$ cat config.mk
export PLATFORM = sky130hd
export DESIGN_NAME = watchdog_timer_registers
export DESIGN_NICKNAME = d
export VERILOG_FILES = /design/src/wdt_pkg.sv /design/src/wdt_step.sv /design/src/watchdog_timer_registers.sv
export SDC_FILE = /design/constraint.sdc
export NUM_CORES = 1
export LEC_CHECK = 0
export BUFFER_PORTS_ARGS = -buffer_cell sky130_fd_sc_hd__buf_2
export CAP_MARGIN = 20
export CORE_MARGIN = 2
export CORE_UTILIZATION = 45
export DETAILED_ROUTE_END_ITERATION = 6
export HOLD_SLACK_MARGIN = 0.05
export SLEW_MARGIN = 5
export SYNTH_ARGS = -nofsm -noshare
export SYNTH_HDL_FRONTEND = slang
export SYNTH_HIERARCHICAL = 1
export SYNTH_SLANG_ARGS = --single-unit
$ cat constraint.sdc
create_clock -name aclk -period 3.7 [get_ports aclk]
set_input_delay 0.555 -clock aclk [delete_from_list [all_inputs] [get_ports aclk]]
set_output_delay 0.555 -clock aclk [all_outputs]
set_load 0.005 [all_outputs]
$ cat src/wdt_pkg.sv
// Shared types and constants for the watchdog timer register block.
// Holds the transaction payload structs, state flag group and code enums.
// No dependencies.
package wdt_pkg;

    localparam int unsigned DATA_WIDTH          = 32;
    localparam int unsigned COUNT_WIDTH_DEFAULT = 32;
    localparam logic [31:0] RELOAD_RESET        = 32'h0000_ffff;
    localparam logic [31:0] FEED_KEY_RESET      = 32'h5a5a_5a5a;
    localparam logic [31:0] LOCK_KEY_RESET      = 32'ha5a5_a5a5;

    typedef enum logic [1:0] {
        FUNC_TICK  = 2'd0,
        FUNC_READ  = 2'd1,
        FUNC_WRITE = 2'd2
    } wdt_func_t;

    typedef enum logic [2:0] {
        REG_CTRL = 3'd0,
        REG_LOAD = 3'd1,
        REG_VAL  = 3'd2,
        REG_SR   = 3'd3,
        REG_KEY  = 3'd4
    } wdt_reg_t;

    typedef enum logic {
        CFG_FEED_KEY = 1'b0,
        CFG_LOCK_KEY = 1'b1
    } wdt_cfg_t;

    typedef struct packed {
        logic [1:0]            func;
        logic [2:0]            reg_index;
        logic [DATA_WIDTH-1:0] wdata;
    } wdt_in_t;

    typedef struct packed {
        logic [DATA_WIDTH-1:0] read_data;
        logic                  irq;
        logic                  access_error;
    } wdt_out_t;

    typedef struct packed {
        logic enable;
        logic irq_enable;
        logic reset_enable;
        logic armed;
        logic timeout;
        logic lock;
    } wdt_flags_t;

endpackage

$ cat src/wdt_step.sv
// Next-state and result logic for one watchdog transaction.
// Depends on wdt_pkg.
module wdt_step #(
    parameter int unsigned COUNT_WIDTH = wdt_pkg::COUNT_WIDTH_DEFAULT
) (
    input  wdt_pkg::wdt_in_t          item,
    input  wdt_pkg::wdt_flags_t       flags_cur,
    input  logic [COUNT_WIDTH-1:0]    count_cur,
    input  logic [31:0]               reload_cur,
    input  logic [31:0]               feed_key,
    input  logic [31:0]               lock_key,
    output wdt_pkg::wdt_flags_t       flags_next,
    output logic [COUNT_WIDTH-1:0]    count_next,
    output logic [31:0]               reload_next,
    output wdt_pkg::wdt_out_t         result
);

    logic [COUNT_WIDTH-1:0] reload_cnt;
    logic                   reload_zero;
    logic [31:0]            rd;
    logic                   err;

    assign reload_zero = (reload_cur[COUNT_WIDTH-1:0] == '0);
    assign reload_cnt  = reload_zero ? COUNT_WIDTH'(1) : reload_cur[COUNT_WIDTH-1:0];

    always_comb begin
        flags_next  = flags_cur;
        count_next  = count_cur;
        reload_next = reload_cur;
        rd          = '0;
        err         = 1'b0;
        unique case (item.func)
            wdt_pkg::FUNC_TICK: begin
                if (flags_cur.enable && flags_cur.armed) begin
                    if (count_cur[COUNT_WIDTH-1:1] == '0) begin
                        count_next         = '0;
                        flags_next.timeout = 1'b1;
                        flags_next.armed   = 1'b0;
                    end else begin
                        count_next = count_cur - COUNT_WIDTH'(1);
                    end
                end
            end
            wdt_pkg::FUNC_READ: begin
                unique case (item.reg_index)
                    wdt_pkg::REG_CTRL: rd = {28'd0, flags_cur.lock, flags_cur.reset_enable,
                                             flags_cur.irq_enable, flags_cur.enable};
                    wdt_pkg::REG_LOAD: rd = reload_cur;
                    wdt_pkg::REG_VAL:  rd = 32'(count_cur);
                    wdt_pkg::REG_SR:   rd = {31'd0, flags_cur.timeout};
                    wdt_pkg::REG_KEY:  rd = '0;
                    default:           err = 1'b1;
                endcase
            end
            wdt_pkg::FUNC_WRITE: begin
                unique case (item.reg_index)
                    wdt_pkg::REG_CTRL: begin
                        if (flags_cur.lock) begin
                            err = 1'b1;
                        end else begin
                            flags_next.enable       = item.wdata[0];
                            flags_next.irq_enable   = item.wdata[1];
                            flags_next.reset_enable = item.wdata[2];
                            if (!flags_cur.enable && item.wdata[0]) begin
                                count_next         = reload_cnt;
                                flags_next.timeout = 1'b0;
                                flags_next.armed   = 1'b1;
                            end
                        end
                    end
                    wdt_pkg::REG_LOAD: begin
                        reload_next = item.wdata;
                        if (!flags_cur.enable) begin
                            count_next = item.wdata[COUNT_WIDTH-1:0];
                        end
                    end
                    wdt_pkg::REG_VAL: err = 1'b1;
                    wdt_pkg::REG_SR: begin
                        if (item.wdata[0]) begin
                            flags_next.timeout = 1'b0;
                        end
                    end
                    wdt_pkg::REG_KEY: begin
                        if (item.wdata == feed_key) begin
                            count_next         = reload_cnt;
                            flags_next.timeout = 1'b0;
                            flags_next.armed   = flags_cur.enable;
                        end else if (item.wdata == lock_key) begin
                            flags_next.lock = 1'b1;
                        end
                    end
                    default: err = 1'b1;
                endcase
            end
            default: begin
            end
        endcase
    end

    assign result.read_data    = rd;
    assign result.irq          = flags_next.timeout && flags_next.irq_enable;
    assign result.access_error = err;

endmodule

$ cat src/watchdog_timer_registers.sv
// Watchdog timer register block: one tick, register read or register write per
// transaction. An accepted transaction is registered; once the output register is free
// or being read, it is applied to the timer state and its result is registered for
// m_data. Throughput is one transaction per clock, set by the single state update
// stage, as long as m_ready stays high. Keys are set over the cfg port.
// Depends on wdt_pkg and wdt_step.
module watchdog_timer_registers #(
    parameter int unsigned COUNT_WIDTH = wdt_pkg::COUNT_WIDTH_DEFAULT
) (
    input  logic              aclk,
    input  logic              aresetn,
    input  logic              s_valid,
    output logic              s_ready,
    input  wdt_pkg::wdt_in_t  s_data,
    output logic              m_valid,
    input  logic              m_ready,
    output wdt_pkg::wdt_out_t m_data,
    input  logic              cfg_we,
    input  logic              cfg_index,
    input  logic [31:0]       cfg_wdata
);

    logic                   in_valid_reg;
    wdt_pkg::wdt_in_t       in_data_reg;
    logic                   out_valid_reg;
    wdt_pkg::wdt_out_t      out_data_reg;
    wdt_pkg::wdt_flags_t    flags_reg;
    wdt_pkg::wdt_flags_t    flags_next;
    logic [COUNT_WIDTH-1:0] count_reg;
    logic [COUNT_WIDTH-1:0] count_next;
    logic [31:0]            reload_reg;
    logic [31:0]            reload_next;
    logic [31:0]            feed_key_reg;
    logic [31:0]            lock_key_reg;
    wdt_pkg::wdt_out_t      result;
    logic                   advance;

    assign advance = in_valid_reg && (!out_valid_reg || m_ready);
    assign s_ready = !in_valid_reg || advance;
    assign m_valid = out_valid_reg;
    assign m_data  = out_data_reg;

    wdt_step #(
        .COUNT_WIDTH(COUNT_WIDTH)
    ) u_step (
        .item       (in_data_reg),
        .flags_cur  (flags_reg),
        .count_cur  (count_reg),
        .reload_cur (reload_reg),
        .feed_key   (feed_key_reg),
        .lock_key   (lock_key_reg),
        .flags_next (flags_next),
        .count_next (count_next),
        .reload_next(reload_next),
        .result     (result)
    );

    always_ff @(posedge aclk) begin
        if (!aresetn) begin
            in_valid_reg  <= 1'b0;
            out_valid_reg <= 1'b0;
            flags_reg     <= '0;
            count_reg     <= COUNT_WIDTH'(wdt_pkg::RELOAD_RESET);
            reload_reg    <= wdt_pkg::RELOAD_RESET;
            feed_key_reg  <= wdt_pkg::FEED_KEY_RESET;
            lock_key_reg  <= wdt_pkg::LOCK_KEY_RESET;
        end else begin
            if (s_ready) begin
                in_valid_reg <= s_valid;
            end
            if (advance) begin
                out_valid_reg <= 1'b1;
                flags_reg     <= flags_next;
                count_reg     <= count_next;
                reload_reg    <= reload_next;
            end else if (m_ready) begin
                out_valid_reg <= 1'b0;
            end
            if (cfg_we) begin
                unique case (cfg_index)
                    wdt_pkg::CFG_FEED_KEY: feed_key_reg <= cfg_wdata;
                    wdt_pkg::CFG_LOCK_KEY: lock_key_reg <= cfg_wdata;
                endcase
            end
        end
    end

    always_ff @(posedge aclk) begin
        if (s_valid && s_ready) begin
            in_data_reg <= s_data;
        end
        if (advance) begin
            out_data_reg <= result;
        end
    end

    a_lock_sticky: assert property (@(posedge aclk) disable iff (!aresetn)
        flags_reg.lock |=> flags_reg.lock)
        else $error("lock flag cleared");

    a_timeout_at_zero: assert property (@(posedge aclk) disable iff (!aresetn)
        $rose(flags_reg.timeout) |-> (count_reg == '0))
        else $error("timeout raised with nonzero count");

    a_irq_matches_state: assert property (@(posedge aclk) disable iff (!aresetn)
        advance |=> (out_data_reg.irq == (flags_reg.timeout && flags_reg.irq_enable)))
        else $error("irq result disagrees with state");

endmodule

* Word level (Yosys, flattened, before mapping) *
Index checks and enable logic that the tools add are counted.

storage, ports and cells
  bits in registers = 207
  input bits = 75
  output and inout bits = 36

cells by class
  add/subtract/negate cells = 1
  eq/ne operators = 16
  multiplexer cells = 27
  bitwise gates (word level) = 3
  reductions and logical operators = 25

operators by type and width
  operator               number
  $mux 32                7
  $pmux 32 s4            1
  $pmux 32 s3            1
  $eq 32x32->1           2
  $pmux 32 s2            1
  $logic_not 32->1       1
  $sub 32x1->32 const B  1
  $logic_not 31->1       1
  $reduce_and 8->1       2
  $mux 2                 6
  $ne 3x3->1 const B     3
  $eq 3x2->1 const B     2
  $ne 3x2->1 const B     2
  $pmux 1 s2             3
  $logic_and 1x1->1      5
  $mux 1                 5
  $reduce_and 5->1       1
  $reduce_or 5->1        1
  $mux 4                 1
  $ne 2x1->1 const B     2
  $ne 4x4->1 const B     1
  $pmux 2 s2             1
  $reduce_and 2->1       2
  $reduce_and 4->1       1
  13 further kinds       19

* Logic depth before layout (Yosys ltp) *
Gate-level depths: netlist of run 1.

  depth after elaboration = 7
  mapped depth = 12
  depth with buffers taken out = 10

* Hierarchy *
The synthesis of run 1 kept the hierarchy.

by module, submodules not included
  module                    instances  cells an instance  area each (µm²)  seq. area each (µm²)
  watchdog_timer_registers  1          672                7308.3           4854.7
  wdt_step                  1          612                3652.3           0.0

* Least setup slack after synthesis of run 1 *
No wires, ideal clock.

  kind = register to register
  start = register count_reg[20]
  end = register count_reg[12]
  setup time = 0.149 ns
  arrival time = 2.712 ns
  required time = 3.551 ns
  setup slack = 0.839 ns
  cell stages (with the launch flop) = 11
  buffers on the path = 2
  period minus slack after synthesis = 2.861 ns
  cells stage by stage = dfxtp_1 > or4_4 > or3_1 > buf_2 > nor4_4 > nor2_2 > buf_6 > a211o_1 > a221o_1 > inv_1 > o311ai_0

between the ends
  cells in the longest elaborated chain, start to end = 4

ends and longest elaborated chain
  item                      RTL line                        source
  start: declaration        watchdog_timer_registers.sv:29  logic [COUNT_WIDTH-1:0] count_reg;
  start signal: assignment  watchdog_timer_registers.sv:63  count_reg <= COUNT_WIDTH'(wdt_pkg::RELOAD_RESET);
  start signal: assignment  watchdog_timer_registers.sv:74  count_reg <= count_next;
  $logic_not 31->1          wdt_step.sv:35                  if (count_cur[COUNT_WIDTH-1:1] == '0) begin
  $mux 32                   wdt_step.sv:35
  $mux 32                   wdt_step.sv:34                  if (flags_cur.enable && flags_cur.armed) begin
  $pmux 32 s2               wdt_step.sv:32                  unique case (item.func)
  via count_next[12]        watchdog_timer_registers.sv:30  logic [COUNT_WIDTH-1:0] count_next;

The timed path passes the listed nets, and every way through them passes these cells. The select of a mux whose other input is x is not followed.
A chain may end at the register's enable or synchronous reset.

* Worst setup path after layout of run 1 *
  start = register count_reg[20]
  end = register count_reg[25]

between the ends
  cells in the longest elaborated chain, start to end = 4

ends and longest elaborated chain
  item                                                      RTL line
  $sub 32x1->32 / $logic_not 31->1 (equally long branches)  wdt_step.sv:40, wdt_step.sv:35
  $mux 32 (*)                                               wdt_step.sv:35
  $mux 32 (*)                                               wdt_step.sv:34
  $pmux 32 s2 (*)                                           wdt_step.sv:32
  via count_next[25]                                        watchdog_timer_registers.sv:30

Mark *: on every way through the listed nets, which the timed path passes. The rest lies on a longest branch. The select of a mux whose other input is x is not followed.

==> tab_implementation.tex, run 1 <==
\begin{tabular}{lr}
\hline
Metric & Value \\
\hline
\multicolumn{2}{l}{\textbf{Run status}} \\
\quad Status & finished clean \\
\multicolumn{2}{l}{\textbf{Worst setup path}} \\
\quad Kind of critical path & flop to flop \\
\quad Depth of the worst register-to-register path & 9 \\
\quad CP max FO & 10 \\
\quad Reg-to-reg setup timing slack & between 0.5 and 0.6 ns \\
\quad Endpoint arrival time on the critical path & roughly 3.5 ns \\
\quad Kind of capture point of the worst setup path & flop \\
\quad CP Depth & 9 \\
\quad Cell family contributing the most delay on the critical path & simple AND/OR/NAND/NOR gates \\
\quad Cell type with the highest occurrence count on the critical path & sky130\_fd\_sc\_hd\_\_or3\_1 \\
\quad Worst path buffer plus inverter count & 1 \\
\quad Sequence of cells on the critical path & or4\_4 -> or3\_1 -> or3\_1 -> o21ai\_2 -> buf\_4 -> o21ai\_0 -> a221o\_1 -> nand2\_1 -> mux2i\_1 \\
\quad Crit-path max cell delay & slightly below 0.6 ns \\
\quad Launch point of the worst reg-to-reg path & count\_reg[20] \\
\quad Setup crit start kind & flop \\
\quad Required @ worst endpoint & 4.11 ns \\
\quad Slowest stage cell on the critical path & sky130\_fd\_sc\_hd\_\_or4\_4 \\
\quad CP startpoint & count\_reg[20] \\
\multicolumn{2}{l}{\textbf{Final layout}} \\
\quad Number of fill cells in the layout & 2328 \\
\quad Number of nets in the layout & $\sim$1400 \\
\quad Most common cell after layout, fill and taps aside & sky130\_fd\_sc\_hd\_\_nand2\_1 \\
\quad Final core occ & 0.529 \\
\quad Fraction of final layout cells sized beyond drive strength 1 & 0.152 \\
\quad Antenna Diode Count & 0 \\
\quad Most frequent cells in the layout & sky130\_fd\_sc\_hd\_\_nand2\_1, sky130\_fd\_sc\_hd\_\_dfxtp\_1, sky130\_fd\_sc\_hd\_\_buf\_2 \\
\quad Synth-to-Final Area Change & 16.4\% \\
\quad Flip-flop count of the largest register, all copies and words added & 37 \\
\quad Number of standard cells in the layout, taps in and fillers out & 1710 \\
\multicolumn{2}{l}{\textbf{Clocking}} \\
\quad Number of buffers created by CTS & 25 \\
\quad Count of cells resized by post-cts repair & 0 \\
\quad Clock tree from TritonCTS & yes \\
\quad Root buffer cell & sky130\_fd\_sc\_hd\_\_clkbuf\_16 \\
\quad Largest buffer count on any clock path & 3 \\
\quad Hold buffer count at CTS & 0 \\
\quad CTS HTree Levels & 1 \\
\quad Post-CTS clock slew at the launch and capture registers of the worst setup and hold paths & approximately 0.06 ns \\
\quad Clock sink count & about 210 \\
\quad Clock Latency Late Sink & approximately 0.54 ns \\
\quad Setup repair bufs after CTS & 0 \\
\multicolumn{2}{l}{\textbf{Routing}} \\
\quad Detail-routed via count per cell & about 5.7 \\
\quad Initial DRT Pass Iterations & 5 \\
\quad Number of vias in the routed layout & 9748 \\
\quad Wirelength per Cell & 19.8 um \\
\quad Count of routing violations after the opening detailed-route iteration & roughly 870 \\
\quad Number of remaining DRC errors & 0 \\
\quad Final WL & approximately 34000 um \\
\quad Antenna violation net count after detailed routing & 0 \\
\multicolumn{2}{l}{\textbf{Yosys}} \\
\quad Synth Flop Type & sky130\_fd\_sc\_hd\_\_dfxtp\_1 \\
\quad Biggest area consumer among synthesized cells & sky130\_fd\_sc\_hd\_\_dfxtp\_1 \\
\quad Count of different cell masters after synthesis & 67 \\
\quad Post-synthesis adder-cell area fraction & 0.00457 \\
\quad Synthesized instance count & between 1000 and 1500 \\
\quad Post-synthesis compound-gate area fraction & 0.169 \\
\quad Synthesized cell area & approximately 0.011 mm2 \\
\quad Count of flip-flops with a built-in enable after synthesis & roughly 70 \\
\quad Xor/xnor share of the synthesized area & 0.0631 \\
\quad Register area share after synthesis & 0.443 \\
\quad Dominant combinational cell family by area after synthesis & simple AND/OR/NAND/NOR gates \\
\quad Post-synthesis register bit count & between 200 and 250 \\
\quad Mean instance size in the synthesized netlist & 8.54 um2 \\
\quad Proportion of netlist area held by the largest area contributor & 0.248 \\
\quad Area share of and/or/nand/nor cells after synthesis & 0.218 \\
\quad Top area cells in the synthesized netlist & sky130\_fd\_sc\_hd\_\_dfxtp\_1, sky130\_fd\_sc\_hd\_\_edfxtp\_1, sky130\_fd\_sc\_hd\_\_nand2\_1 \\
\quad Nets in the synthesized netlist & about 1400 \\
\quad Fraction of synthesized area in multiplexers & 0.0443 \\
\quad Warnings, synthesis & 6 \\
\quad Async SR Flop Fraction & 0 \\
\multicolumn{2}{l}{\textbf{Global routing}} \\
\quad Global route overflow & 0 \\
\quad Routing usage on met3 & 0.0405 \\
\quad Met1 Usage GRT & 0.360 \\
\quad GR Layer Usage met2 & 0.418 \\
\quad Pin count of the biggest net entering global routing & 82 \\
\quad Top Usage Layer GRT & met2 \\
\quad Total global-route track usage & 0.260 \\
\quad Vias in the first global route & $\sim$9100 \\
\quad Global-route wire length before repair & between 50000 and 60000 um \\
\quad Initial antenna violation count & 0 \\
\multicolumn{2}{l}{\textbf{Timing}} \\
\quad Final setup TNS & 0 ns \\
\quad Highest Clock Rate & between 0.3 and 0.4 GHz \\
\quad Part of the cycle the worst path needs & 0.846 \\
\quad Setup repair after global routing missed its margin & no \\
\quad Final Max Slew Viols & 0 \\
\quad Slew Limit Headroom & 0.349 \\
\quad Least-Margin Pin Slew & $\sim$0.98 ns \\
\quad Worst setup margin & between 0.5 and 0.6 ns \\
\quad Final Skew & about 0.014 ns \\
\quad Fin crit period & approximately 3.1 ns \\
\quad Final number of setup-violating endpoints & 0 \\
\quad Worst-case hold slack & about 0.19 ns \\
\quad Number of failing hold endpoints at the final stage & 0 \\
\multicolumn{2}{l}{\textbf{Min path}} \\
\quad Hold Path Origin & s\_data[6] \\
\quad Hold WC Path Type & primary input to flop \\
\quad Hold Path Cell Cnt & 1 \\
\multicolumn{2}{l}{\textbf{Place}} \\
\quad Worst setup slack before clock tree synthesis & between 0.5 and 0.6 ns \\
\quad Final Wtd Congestion & roughly 0.95 \\
\quad \# placed instances & approximately 1700 \\
\quad Detailed placement HPWL & roughly 23000 um \\
\quad Number of input and output port buffers inserted & 110 \\
\multicolumn{2}{l}{\textbf{Die}} \\
\quad Standard-cell rows & 57 \\
\quad DIE AREA & 0.0256 mm2 \\
\quad Ports & about 110 \\
\quad Initial Util & 0.455 \\
\quad Vertical die dimension & 160 um \\
\quad Placeable core region & roughly 0.024 mm2 \\
\quad Die outline width & between 150 and 200 um \\
\multicolumn{2}{l}{\textbf{Power and ir drop}} \\
\quad Peak supply drop & roughly 0.0004 V \\
\quad Leakage power summed over all cells & 4.98 nW \\
\quad Ratio of total power to cell area & 464 mW/mm2 \\
\multicolumn{2}{l}{\textbf{Job}} \\
\quad Count of max-cap constraint violations & 0 \\
\hline
\end{tabular}
==> layout make-up <==
type / instances / area, um2 / share of cell area
inverters: 51 / 191 / 0.0150
well taps: 324 / 405 / 0.0318
clock inverters: 10 / 194 / 0.0152
repair buffers: 151 / 893 / 0.0700
flip-flops and latches: 207 / 4850 / 0.381
multi-input cells: 931 / 5480 / 0.430
clock buffers: 36 / 739 / 0.0580
==> kinds of logic after synthesis <==
family,after synthesis
simple gates,542
compound gates,258
flops,207
buf+inv,146
xor+xnor,79
mux,48
fa+ha+maj,4
==> worst paths after layout <==
path,end
setup / recovery,count_reg[25]
hold / removal,in_data_reg[6]
setup reg to reg,count_reg[25]
hold reg to reg,flags_reg[4]
==> synthesized netlist by cell type (6+ instances only) <==
library cell	n
sky130_fd_sc_hd__nand2_1	332
sky130_fd_sc_hd__dfxtp_1	136
sky130_fd_sc_hd__xnor2_1	72
sky130_fd_sc_hd__edfxtp_1	71
sky130_fd_sc_hd__o21ai_0	66
sky130_fd_sc_hd__clkbuf_1	58
sky130_fd_sc_hd__nor2_1	58
sky130_fd_sc_hd__inv_1	49
sky130_fd_sc_hd__mux2i_1	44
sky130_fd_sc_hd__nand3_1	41
sky130_fd_sc_hd__a22oi_1	33
sky130_fd_sc_hd__a21boi_0	30
sky130_fd_sc_hd__o311ai_0	30
sky130_fd_sc_hd__nor4_1	26
sky130_fd_sc_hd__nor3_1	23
sky130_fd_sc_hd__nand4_1	22
sky130_fd_sc_hd__a221o_1	16
sky130_fd_sc_hd__buf_2	15
sky130_fd_sc_hd__o211ai_1	15
sky130_fd_sc_hd__a21oi_1	14
sky130_fd_sc_hd__o31ai_1	11
sky130_fd_sc_hd__buf_1	9
sky130_fd_sc_hd__buf_4	7
sky130_fd_sc_hd__or3_1	7
sky130_fd_sc_hd__xor2_1	7
sky130_fd_sc_hd__nor2b_1	6
sky130_fd_sc_hd__or2_2	6
==> metrics by stage <==
stage,total power [W],area (um2)
2_1_floorplan,0.00298,11000
3_3_place_gp,0.00320,11800
3_5_place_dp,0.00321,11800
4_1_cts,0.00596,12700
5_1_grt,0.00612,12800
6_report,0.00591,12800
==> power by group <==
group          internal (W)  switching [W]
logic              0.000237       0.000339
clock network       0.00175       0.000999
registers           0.00246       0.000132
==> routing by layer <==
layer	vias to the layer above	part of all wire
met3	81	0.069
met5	-	0
met4	0	0.034
met1	4569	0.44
li1	4700	-
met2	398	0.45
Note: power is estimated with default switching activity, not from simulation.
==> run 2: changes to the inputs <==
--- a/config.mk
+++ b/config.mk
@@ -11,6 +11,7 @@
 export CORE_UTILIZATION = 45
 export DETAILED_ROUTE_END_ITERATION = 6
 export HOLD_SLACK_MARGIN = 0.05
+export PLACE_DENSITY = 0.66
 export SLEW_MARGIN = 5
 export SYNTH_ARGS = -nofsm -noshare
 export SYNTH_HDL_FRONTEND = slang
==> constraint.sdc (replaced) <==
create_clock -name aclk -period 2.6 [get_ports aclk]
set_input_delay 0.39 -clock aclk [delete_from_list [all_inputs] [get_ports aclk]]
set_output_delay 0.39 -clock aclk [all_outputs]
set_load 0.005 [all_outputs]
==> run 2 against run 1 <==
Largest cell class unchanged. Flip-flop and latch count stayed put. Sequential power is 40% higher. The flow now finishes with violations (setup timing). Design area increased by 11%. Cell count increased by 8.6%. Largest power group is now sequential cells. Register-to-register slack got worse by 0.58 ns.
==> tab_implementation.tex, run 2 (synthesis results as in run 1) <==
\begin{tabular}{lr}
\hline
Metric & Value \\
\hline
\multicolumn{2}{l}{\textbf{Die}} \\
\quad Die outline width & 160 um (unchanged) \\
\quad DIE AREA & 0.0256 mm2 (unchanged) \\
\quad Placeable core region & 0.0241 mm2 (unchanged) \\
\quad Standard-cell rows & 57 (unchanged) \\
\quad Ports & 111 (unchanged) \\
\quad Vertical die dimension & 160 um (unchanged) \\
\quad Initial Util & 0.455 (unchanged) \\
\multicolumn{2}{l}{\textbf{Worst setup path}} \\
\quad Required @ worst endpoint & 2.96 ns (was 4.11 ns) \\
\quad Endpoint arrival time on the critical path & 2.97 ns (was 3.54 ns) \\
\quad Crit-path max cell delay & 0.53 ns (was 0.59 ns) \\
\quad Kind of critical path & flop to flop (unchanged) \\
\quad Capturing point of the worst reg2reg path & count\_reg[11] (was count\_reg[25]) \\
\quad Reg-to-reg setup timing slack & -0.02 ns (was 0.57 ns) \\
\quad Slowest stage cell on the critical path & sky130\_fd\_sc\_hd\_\_or4\_4 (unchanged) \\
\quad Kind of capture point of the worst setup path & flop (unchanged) \\
\quad Sequence of cells on the critical path & or4\_4 -> or3\_4 -> or3\_4 -> o21ai\_4 -> buf\_12 -> o21ai\_0 -> a221o\_1 -> inv\_1 -> o311ai\_0 (was or4\_4 -> or3\_1 -> or3\_1 -> o21ai\_2 -> buf\_4 -> o21ai\_0 -> a221o\_1 -> nand2\_1 -> mux2i\_1) \\
\quad Depth of the worst register-to-register path & 9 (unchanged) \\
\quad Setup crit start kind & flop (unchanged) \\
\quad Launch point of the worst reg-to-reg path & count\_reg[23] (was count\_reg[20]) \\
\quad CP max FO & 8 (was 10) \\
\quad Cell type with the highest occurrence count on the critical path & sky130\_fd\_sc\_hd\_\_or3\_4 (was sky130\_fd\_sc\_hd\_\_or3\_1) \\
\quad Worst path buffer plus inverter count & 2 (was 1) \\
\quad Cell family contributing the most delay on the critical path & simple AND/OR/NAND/NOR gates (unchanged) \\
\multicolumn{2}{l}{\textbf{Timing}} \\
\quad Setup repair after global routing missed its margin & yes (was no) \\
\quad Fin crit period & 2.62 ns (was 3.13 ns) \\
\quad Final Skew & 0.0229 ns (was 0.0137 ns) \\
\quad Part of the cycle the worst path needs & 1.01 (was 0.846) \\
\quad Worst setup margin & -0.0158 ns (was 0.568 ns) \\
\quad Slew Limit Headroom & 0.331 (was 0.349) \\
\quad Final Max Slew Viols & 0 (unchanged) \\
\quad Number of failing hold endpoints at the final stage & 0 (unchanged) \\
\quad Final number of setup-violating endpoints & 4 (was 0) \\
\quad Highest Clock Rate & 0.382 GHz (was 0.319 GHz) \\
\quad Least-Margin Pin Slew & 1.00 ns (was 0.977 ns) \\
\multicolumn{2}{l}{\textbf{Place}} \\
\quad Number of input and output port buffers inserted & 110 (unchanged) \\
\quad Final Wtd Congestion & 0.927 (was 0.952) \\
\quad Worst setup slack before clock tree synthesis & -0.168 ns (was 0.587 ns) \\
\quad Detailed placement HPWL & 26100 um (was 23400 um) \\
\quad Area post-placement & 0.0128 mm2 (was 0.0118 mm2) \\
\multicolumn{2}{l}{\textbf{Global routing}} \\
\quad Initial antenna violation count & 0 (unchanged) \\
\quad Global route overflow & 0 (unchanged) \\
\quad Pin count of the biggest net entering global routing & 73 (was 82) \\
\quad Vias in the first global route & 9570 (was 9084) \\
\quad Global-route wire length before repair & 56500 um (was 52500 um) \\
\quad Total global-route track usage & 0.284 (was 0.260) \\
\multicolumn{2}{l}{\textbf{Clocking}} \\
\quad Clock sink count & 207 (unchanged) \\
\quad CTS HTree Levels & 1 (unchanged) \\
\quad Post-CTS clock slew at the launch and capture registers of the worst setup and hold paths & 0.06 ns (about the same) \\
\quad Largest buffer count on any clock path & 3 (unchanged) \\
\quad Number of buffers created by CTS & 24 (was 25) \\
\quad Root buffer cell & sky130\_fd\_sc\_hd\_\_clkbuf\_16 (unchanged) \\
\quad Clock tree from TritonCTS & yes (unchanged) \\
\quad Clock Latency Late Sink & 0.53 ns (was 0.54 ns) \\
\multicolumn{2}{l}{\textbf{Final layout}} \\
\quad Most frequent cells in the layout & sky130\_fd\_sc\_hd\_\_nand2\_1, sky130\_fd\_sc\_hd\_\_buf\_4, sky130\_fd\_sc\_hd\_\_dfxtp\_1 (was sky130\_fd\_sc\_hd\_\_nand2\_1, sky130\_fd\_sc\_hd\_\_dfxtp\_1, sky130\_fd\_sc\_hd\_\_buf\_2) \\
\quad Design area & 0.0141 mm2 (was 0.0128 mm2) \\
\quad Storage cell area & 0.00486 mm2 (was 0.00485 mm2) \\
\quad Flip-flop count of the largest register, all copies and words added & 37 (unchanged) \\
\quad Number of nets in the layout & 1594 (was 1446) \\
\quad Most common cell after layout, fill and taps aside & sky130\_fd\_sc\_hd\_\_nand2\_1 (unchanged) \\
\quad Antenna Diode Count & 0 (unchanged) \\
\quad Synth-to-Final Area Change & 28.7\% (was 16.4\%) \\
\quad Number of fill cells in the layout & 2205 (was 2328) \\
\quad Fraction of final layout cells sized beyond drive strength 1 & 0.228 (was 0.152) \\
\quad Area of the multi-input gates & 0.00567 mm2 (was 0.00548 mm2) \\
\multicolumn{2}{l}{\textbf{Routing}} \\
\quad Count of routing violations after the opening detailed-route iteration & 1147 (was 872) \\
\quad Antenna violation net count after detailed routing & 0 (unchanged) \\
\quad Number of vias in the routed layout & 10513 (was 9748) \\
\quad Initial DRT Pass Iterations & 6 (was 5) \\
\quad Wirelength per Cell & 20.2 um (was 19.8 um) \\
\quad Number of remaining DRC errors & 0 (unchanged) \\
\quad Detail-routed via count per cell & 5.66 (was 5.70) \\
\quad Final WL & 37600 um (was 33900 um) \\
\multicolumn{2}{l}{\textbf{Power and ir drop}} \\
\quad Overall power consumption & 0.00797 W (was 0.00591 W) \\
\quad Leakage power summed over all cells & 5.70 nW (was 4.98 nW) \\
\quad Ratio of total power to cell area & 565 mW/mm2 (was 464 mW/mm2) \\
\quad Peak supply drop & 0.000532 V (was 0.000408 V) \\
\multicolumn{2}{l}{\textbf{Min path}} \\
\quad Hold Path Cell Cnt & 3 (was 1) \\
\quad Hold Path Origin & cfg\_wdata[29] (was s\_data[6]) \\
\quad Destination of the worst hold path & lock\_key\_reg[29] (was in\_data\_reg[6]) \\
\quad Hold WC Path Type & primary input to flop (unchanged) \\
\multicolumn{2}{l}{\textbf{Run status}} \\
\quad Failing checks & setup timing \\
\quad Status & complete, but fails checks (was finished clean) \\
\multicolumn{2}{l}{\textbf{Job}} \\
\quad Count of max-cap constraint violations & 0 (unchanged) \\
\hline
\end{tabular}
run 2: how the worst max path moves through the flow:
stage                                from            end  slack [ns]  depth (start not counted)
after global routing        count_reg[23]  count_reg[21]        -0.1                          9
after global placement    in_data_reg[32]   count_reg[5]       -0.15                          7
after CTS                   count_reg[23]  count_reg[17]       -0.03                         10
after detailed placement  in_data_reg[32]  count_reg[29]       -0.17                          8
after floorplan             count_reg[21]  count_reg[12]       -0.20                         10
final                       count_reg[23]  count_reg[11]       -0.02                          9
run 2: what timing repair did:
item	CTS	global route
buffers inserted	2	4
endpoints found under the hold margin	35	0
gates cloned	1	0
gates resized for setup	15	38
hold buffers	35	0
pin swaps	6	21
setup endpoints to repair	25	35
run 2: area by class of cell:
cell class                 count  area share
clock inverter                12     0.00718
timing repair buffer         300       0.158
sequential                   207       0.344
tap                          324      0.0287
multi-input combinational    931       0.402
clock buffer                  32      0.0462
inverter                      51      0.0136
run 2: worst min-delay path, cell delays in order:
cell and delay [ns]:
sky130_fd_sc_hd__buf_2 0.09, sky130_fd_sc_hd__nand2_1 0.04, sky130_fd_sc_hd__nand3_1 0.06
run 2: metrics by stage:
step / hold WS, ns / setup TNS (ns) / std cells / util
final: 0.0775 / -0.0461 / 1857 / 0.585
after global routing: 0.0746 / -1.35 / 1857 / 0.585
after CTS: 0.0611 / -0.106 / 1854 / 0.578
after detailed placement: 0.470 / -2.00 / 1772 / 0.530
after global placement: 0.458 / -1.60 / 1772 / 0.530
after floorplan: 0.444 / -0.705 / 1284 / -
run 2: layer usage:
metal  vias up  wire [um]  track usage
li1       5001          -            -
met1      4976      16400        0.407
met2       466      17000        0.439
met3        70       3110       0.0512
met4         0       1080       0.0811
met5         -          0            0
run 2: report_power, final:
| group | leakage, nW | switching (W) | internal, W | total, W |
|---|---|---|---|---|
| logic | 3.50 | 0.000617 | 0.000478 | 0.00110 |
| clock network | 0.374 | 0.00138 | 0.00187 | 0.00325 |
| registers | 1.82 | 0.000122 | 0.00350 | 0.00362 |
==> run 3: changes to the inputs <==
--- a/config.mk
+++ b/config.mk
@@ -7,11 +7,13 @@
 export LEC_CHECK = 0
 export BUFFER_PORTS_ARGS = -buffer_cell sky130_fd_sc_hd__buf_2
 export CAP_MARGIN = 20
+export CELL_PAD_IN_SITES_DETAIL_PLACEMENT = 0
+export CELL_PAD_IN_SITES_GLOBAL_PLACEMENT = 1
 export CORE_MARGIN = 2
-export CORE_UTILIZATION = 45
+export CORE_UTILIZATION = 41
 export DETAILED_ROUTE_END_ITERATION = 6
 export HOLD_SLACK_MARGIN = 0.05
-export PLACE_DENSITY = 0.66
+export PLACE_DENSITY_LB_ADDON = 0.1
 export SLEW_MARGIN = 5
 export SYNTH_ARGS = -nofsm -noshare
 export SYNTH_HDL_FRONTEND = slang
==> run 3 against run 2 <==
The flow finishes with violations (DRC, setup timing). Critical path depth unchanged. Via count decreased by 0.92%. Clock skew decreased by 0.0068 ns. Setup slack improved by 0.0028 ns. Largest cell class unchanged.
==> tab_implementation.tex, run 3 (synthesis results as in run 1) <==
\begin{tabular}{lr}
\hline
Metric & Value \\
\hline
\multicolumn{2}{l}{\textbf{Final layout}} \\
\quad Flip-flop count of the largest register, all copies and words added & 37 (unchanged) \\
\quad Antenna Diode Count & 0 (unchanged) \\
\quad Synth-to-Final Area Change & 29.7\% (was 28.7\%) \\
\quad Most common cell after layout, fill and taps aside & sky130\_fd\_sc\_hd\_\_nand2\_1 (unchanged) \\
\quad Number of nets in the layout & 1614 (was 1594) \\
\quad Most frequent cells in the layout & sky130\_fd\_sc\_hd\_\_nand2\_1, sky130\_fd\_sc\_hd\_\_buf\_4, sky130\_fd\_sc\_hd\_\_dfxtp\_1 (unchanged) \\
\quad Design area & 0.0142 mm2 (was 0.0141 mm2) \\
\quad Fraction of final layout cells sized beyond drive strength 1 & 0.242 (was 0.228) \\
\quad Number of fill cells in the layout & 2494 (was 2205) \\
\multicolumn{2}{l}{\textbf{Global routing}} \\
\quad Global-route wire length before repair & 58800 um (was 56500 um) \\
\quad Global route overflow & 0 (unchanged) \\
\quad Pin count of the biggest net entering global routing & 85 (was 73) \\
\quad Total global-route track usage & 0.270 (was 0.284) \\
\quad Vias in the first global route & 9814 (was 9570) \\
\quad Initial antenna violation count & 1 (was 0) \\
\multicolumn{2}{l}{\textbf{Worst setup path}} \\
\quad Reg-to-reg setup timing slack & -0.01 ns (was -0.02 ns) \\
\quad Capturing point of the worst reg2reg path & count\_reg[15] (was count\_reg[11]) \\
\quad Launch point of the worst reg-to-reg path & count\_reg[23] (unchanged) \\
\quad Endpoint arrival time on the critical path & 2.99 ns (was 2.97 ns) \\
\quad Kind of capture point of the worst setup path & flop (unchanged) \\
\quad Required @ worst endpoint & 2.98 ns (was 2.96 ns) \\
\quad Kind of critical path & flop to flop (unchanged) \\
\quad Setup crit start kind & flop (unchanged) \\
\quad CP max FO & 5 (was 8) \\
\quad Depth of the worst register-to-register path & 9 (unchanged) \\
\multicolumn{2}{l}{\textbf{Power and ir drop}} \\
\quad Ratio of total power to cell area & 555 mW/mm2 (was 565 mW/mm2) \\
\quad Peak supply drop & 0.000488 V (was 0.000532 V) \\
\quad Overall power consumption & 0.00790 W (was 0.00797 W) \\
\quad Leakage power summed over all cells & 5.77 nW (was 5.70 nW) \\
\multicolumn{2}{l}{\textbf{Die}} \\
\quad Ports & 111 (unchanged) \\
\quad Die outline width & 168 um (was 160 um) \\
\quad Standard-cell rows & 59 (was 57) \\
\quad DIE AREA & 0.0281 mm2 (was 0.0256 mm2) \\
\quad Vertical die dimension & 168 um (was 160 um) \\
\quad Initial Util & 0.419 (was 0.455) \\
\quad Placeable core region & 0.0261 mm2 (was 0.0241 mm2) \\
\multicolumn{2}{l}{\textbf{Routing}} \\
\quad Wirelength per Cell & 20.3 um (was 20.2 um) \\
\quad Detail-routed via count per cell & 5.52 (was 5.66) \\
\quad Number of vias in the routed layout & 10416 (was 10513) \\
\quad Antenna violation net count after detailed routing & 0 (unchanged) \\
\quad Initial DRT Pass Iterations & 7 (was 6) \\
\quad Final WL & 38400 um (was 37600 um) \\
\quad Number of remaining DRC errors & 8 (was 0) \\
\quad Count of routing violations after the opening detailed-route iteration & 867 (was 1147) \\
\multicolumn{2}{l}{\textbf{Min path}} \\
\quad Hold Path Origin & s\_data[18] (was cfg\_wdata[29]) \\
\quad Hold Path Cell Cnt & 1 (was 3) \\
\quad Destination of the worst hold path & in\_data\_reg[18] (was lock\_key\_reg[29]) \\
\quad Hold WC Path Type & primary input to flop (unchanged) \\
\multicolumn{2}{l}{\textbf{Clocking}} \\
\quad Number of buffers created by CTS & 25 (was 24) \\
\quad Clock sink count & 207 (unchanged) \\
\quad Clock Latency Late Sink & 0.53 ns (about the same) \\
\quad Largest buffer count on any clock path & 3 (unchanged) \\
\quad Clock tree from TritonCTS & yes (unchanged) \\
\quad Post-CTS clock slew at the launch and capture registers of the worst setup and hold paths & 0.06 ns (about the same) \\
\quad Root buffer cell & sky130\_fd\_sc\_hd\_\_clkbuf\_16 (unchanged) \\
\quad CTS HTree Levels & 1 (unchanged) \\
\multicolumn{2}{l}{\textbf{Timing}} \\
\quad Final setup TNS & -0.0316 ns (was -0.0461 ns) \\
\quad Number of failing hold endpoints at the final stage & 0 (unchanged) \\
\quad Fin crit period & 2.61 ns (was 2.62 ns) \\
\quad Setup repair after global routing missed its margin & yes (unchanged) \\
\quad Worst-case hold slack & 0.0836 ns (was 0.0775 ns) \\
\quad Slew Limit Headroom & 0.313 (was 0.331) \\
\quad Least-Margin Pin Slew & 1.03 ns (was 1.00 ns) \\
\quad Final Skew & 0.0161 ns (was 0.0229 ns) \\
\quad Highest Clock Rate & 0.383 GHz (was 0.382 GHz) \\
\quad Final number of setup-violating endpoints & 3 (was 4) \\
\quad Part of the cycle the worst path needs & 1.01 (about the same) \\
\quad Worst setup margin & -0.0130 ns (was -0.0158 ns) \\
\quad Final Max Slew Viols & 0 (unchanged) \\
\multicolumn{2}{l}{\textbf{Run status}} \\
\quad Failing checks & DRC, setup timing (was setup timing) \\
\quad Status & complete, but fails checks (unchanged) \\
\multicolumn{2}{l}{\textbf{Place}} \\
\quad Area post-placement & 0.0129 mm2 (was 0.0128 mm2) \\
\quad Number of input and output port buffers inserted & 110 (unchanged) \\
\quad Worst setup slack before clock tree synthesis & -0.304 ns (was -0.168 ns) \\
\quad Detailed placement HPWL & 27200 um (was 26100 um) \\
\quad Final Wtd Congestion & 0.893 (was 0.927) \\
\multicolumn{2}{l}{\textbf{Job}} \\
\quad Count of max-cap constraint violations & 0 (unchanged) \\
\hline
\end{tabular}
## run 3: repair_timing
action / in CTS / in global routing
hold endpoints to repair: 32 / 1
setup endpoints to repair: 34 / 32
resized for setup: 15 / 49
pin swaps: 3 / 20
hold buffers: 32 / 1
buffers inserted: 1 / 5
## run 3: metrics by stage
step	util	instances
2_1_floorplan	-	1284
5_1_grt	0.544	1888
4_1_cts	0.537	1882
3_3_place_gp	0.493	1804
3_5_place_dp	0.493	1804
6_report	0.544	1888
## run 3: worst max-delay path, stage by stage, from the launching register on
cell and delay, ns:
sky130_fd_sc_hd__dfxtp_2 0.31, sky130_fd_sc_hd__or4_4 0.54, sky130_fd_sc_hd__or3_4 0.39, sky130_fd_sc_hd__or3_4 0.36
sky130_fd_sc_hd__o21ai_4 0.22, sky130_fd_sc_hd__buf_6 0.16, sky130_fd_sc_hd__o21ai_1 0.07, sky130_fd_sc_hd__a221o_1 0.26
sky130_fd_sc_hd__inv_1 0.05, sky130_fd_sc_hd__o311ai_0 0.11
## run 3: cell type report
| class | instances | area, um2 | share of cell area |
|---|---|---|---|
| clock inverters | 14 | 67.6 | 0.00475 |
| multi-input cells | 931 | 5700 | 0.401 |
| repair buffers | 319 | 2330 | 0.164 |
| flip-flops and latches | 207 | 4860 | 0.342 |
| clock buffers | 31 | 658 | 0.0463 |
| well taps | 335 | 419 | 0.0295 |
| inverters | 51 | 191 | 0.0135 |
## run 3: worst max path at each step
stage	startpoint	endpoint	slack, ns	cells after the start
2_1_floorplan	count_reg[21]	count_reg[12]	-0.20	10
3_3_place_gp	in_data_reg[3]	count_reg[4]	-0.32	9
3_5_place_dp	in_data_reg[3]	count_reg[4]	-0.30	9
4_1_cts	in_data_reg[10]	count_reg[12]	-0.01	10
5_1_grt	in_data_reg[7]	count_reg[28]	-0.12	12
6_report	count_reg[23]	count_reg[15]	-0.01	9
## run 3: metal layers
metal  share of wire  track usage  vias to the layer above
li1                -            -                     5029
met1            0.45        0.381                     4997
met2            0.46        0.444                      343
met3           0.065       0.0411                       47
met4           0.018       0.0518                        0
met5               0            0                        -
## run 3: power by group
part	internal (W)	leakage, nW	switching, W	total (W)
Combinational	0.000483	3.59	0.000628	0.00111
Sequential	0.00350	1.82	0.000113	0.00361
Clock	0.00178	0.354	0.00139	0.00317
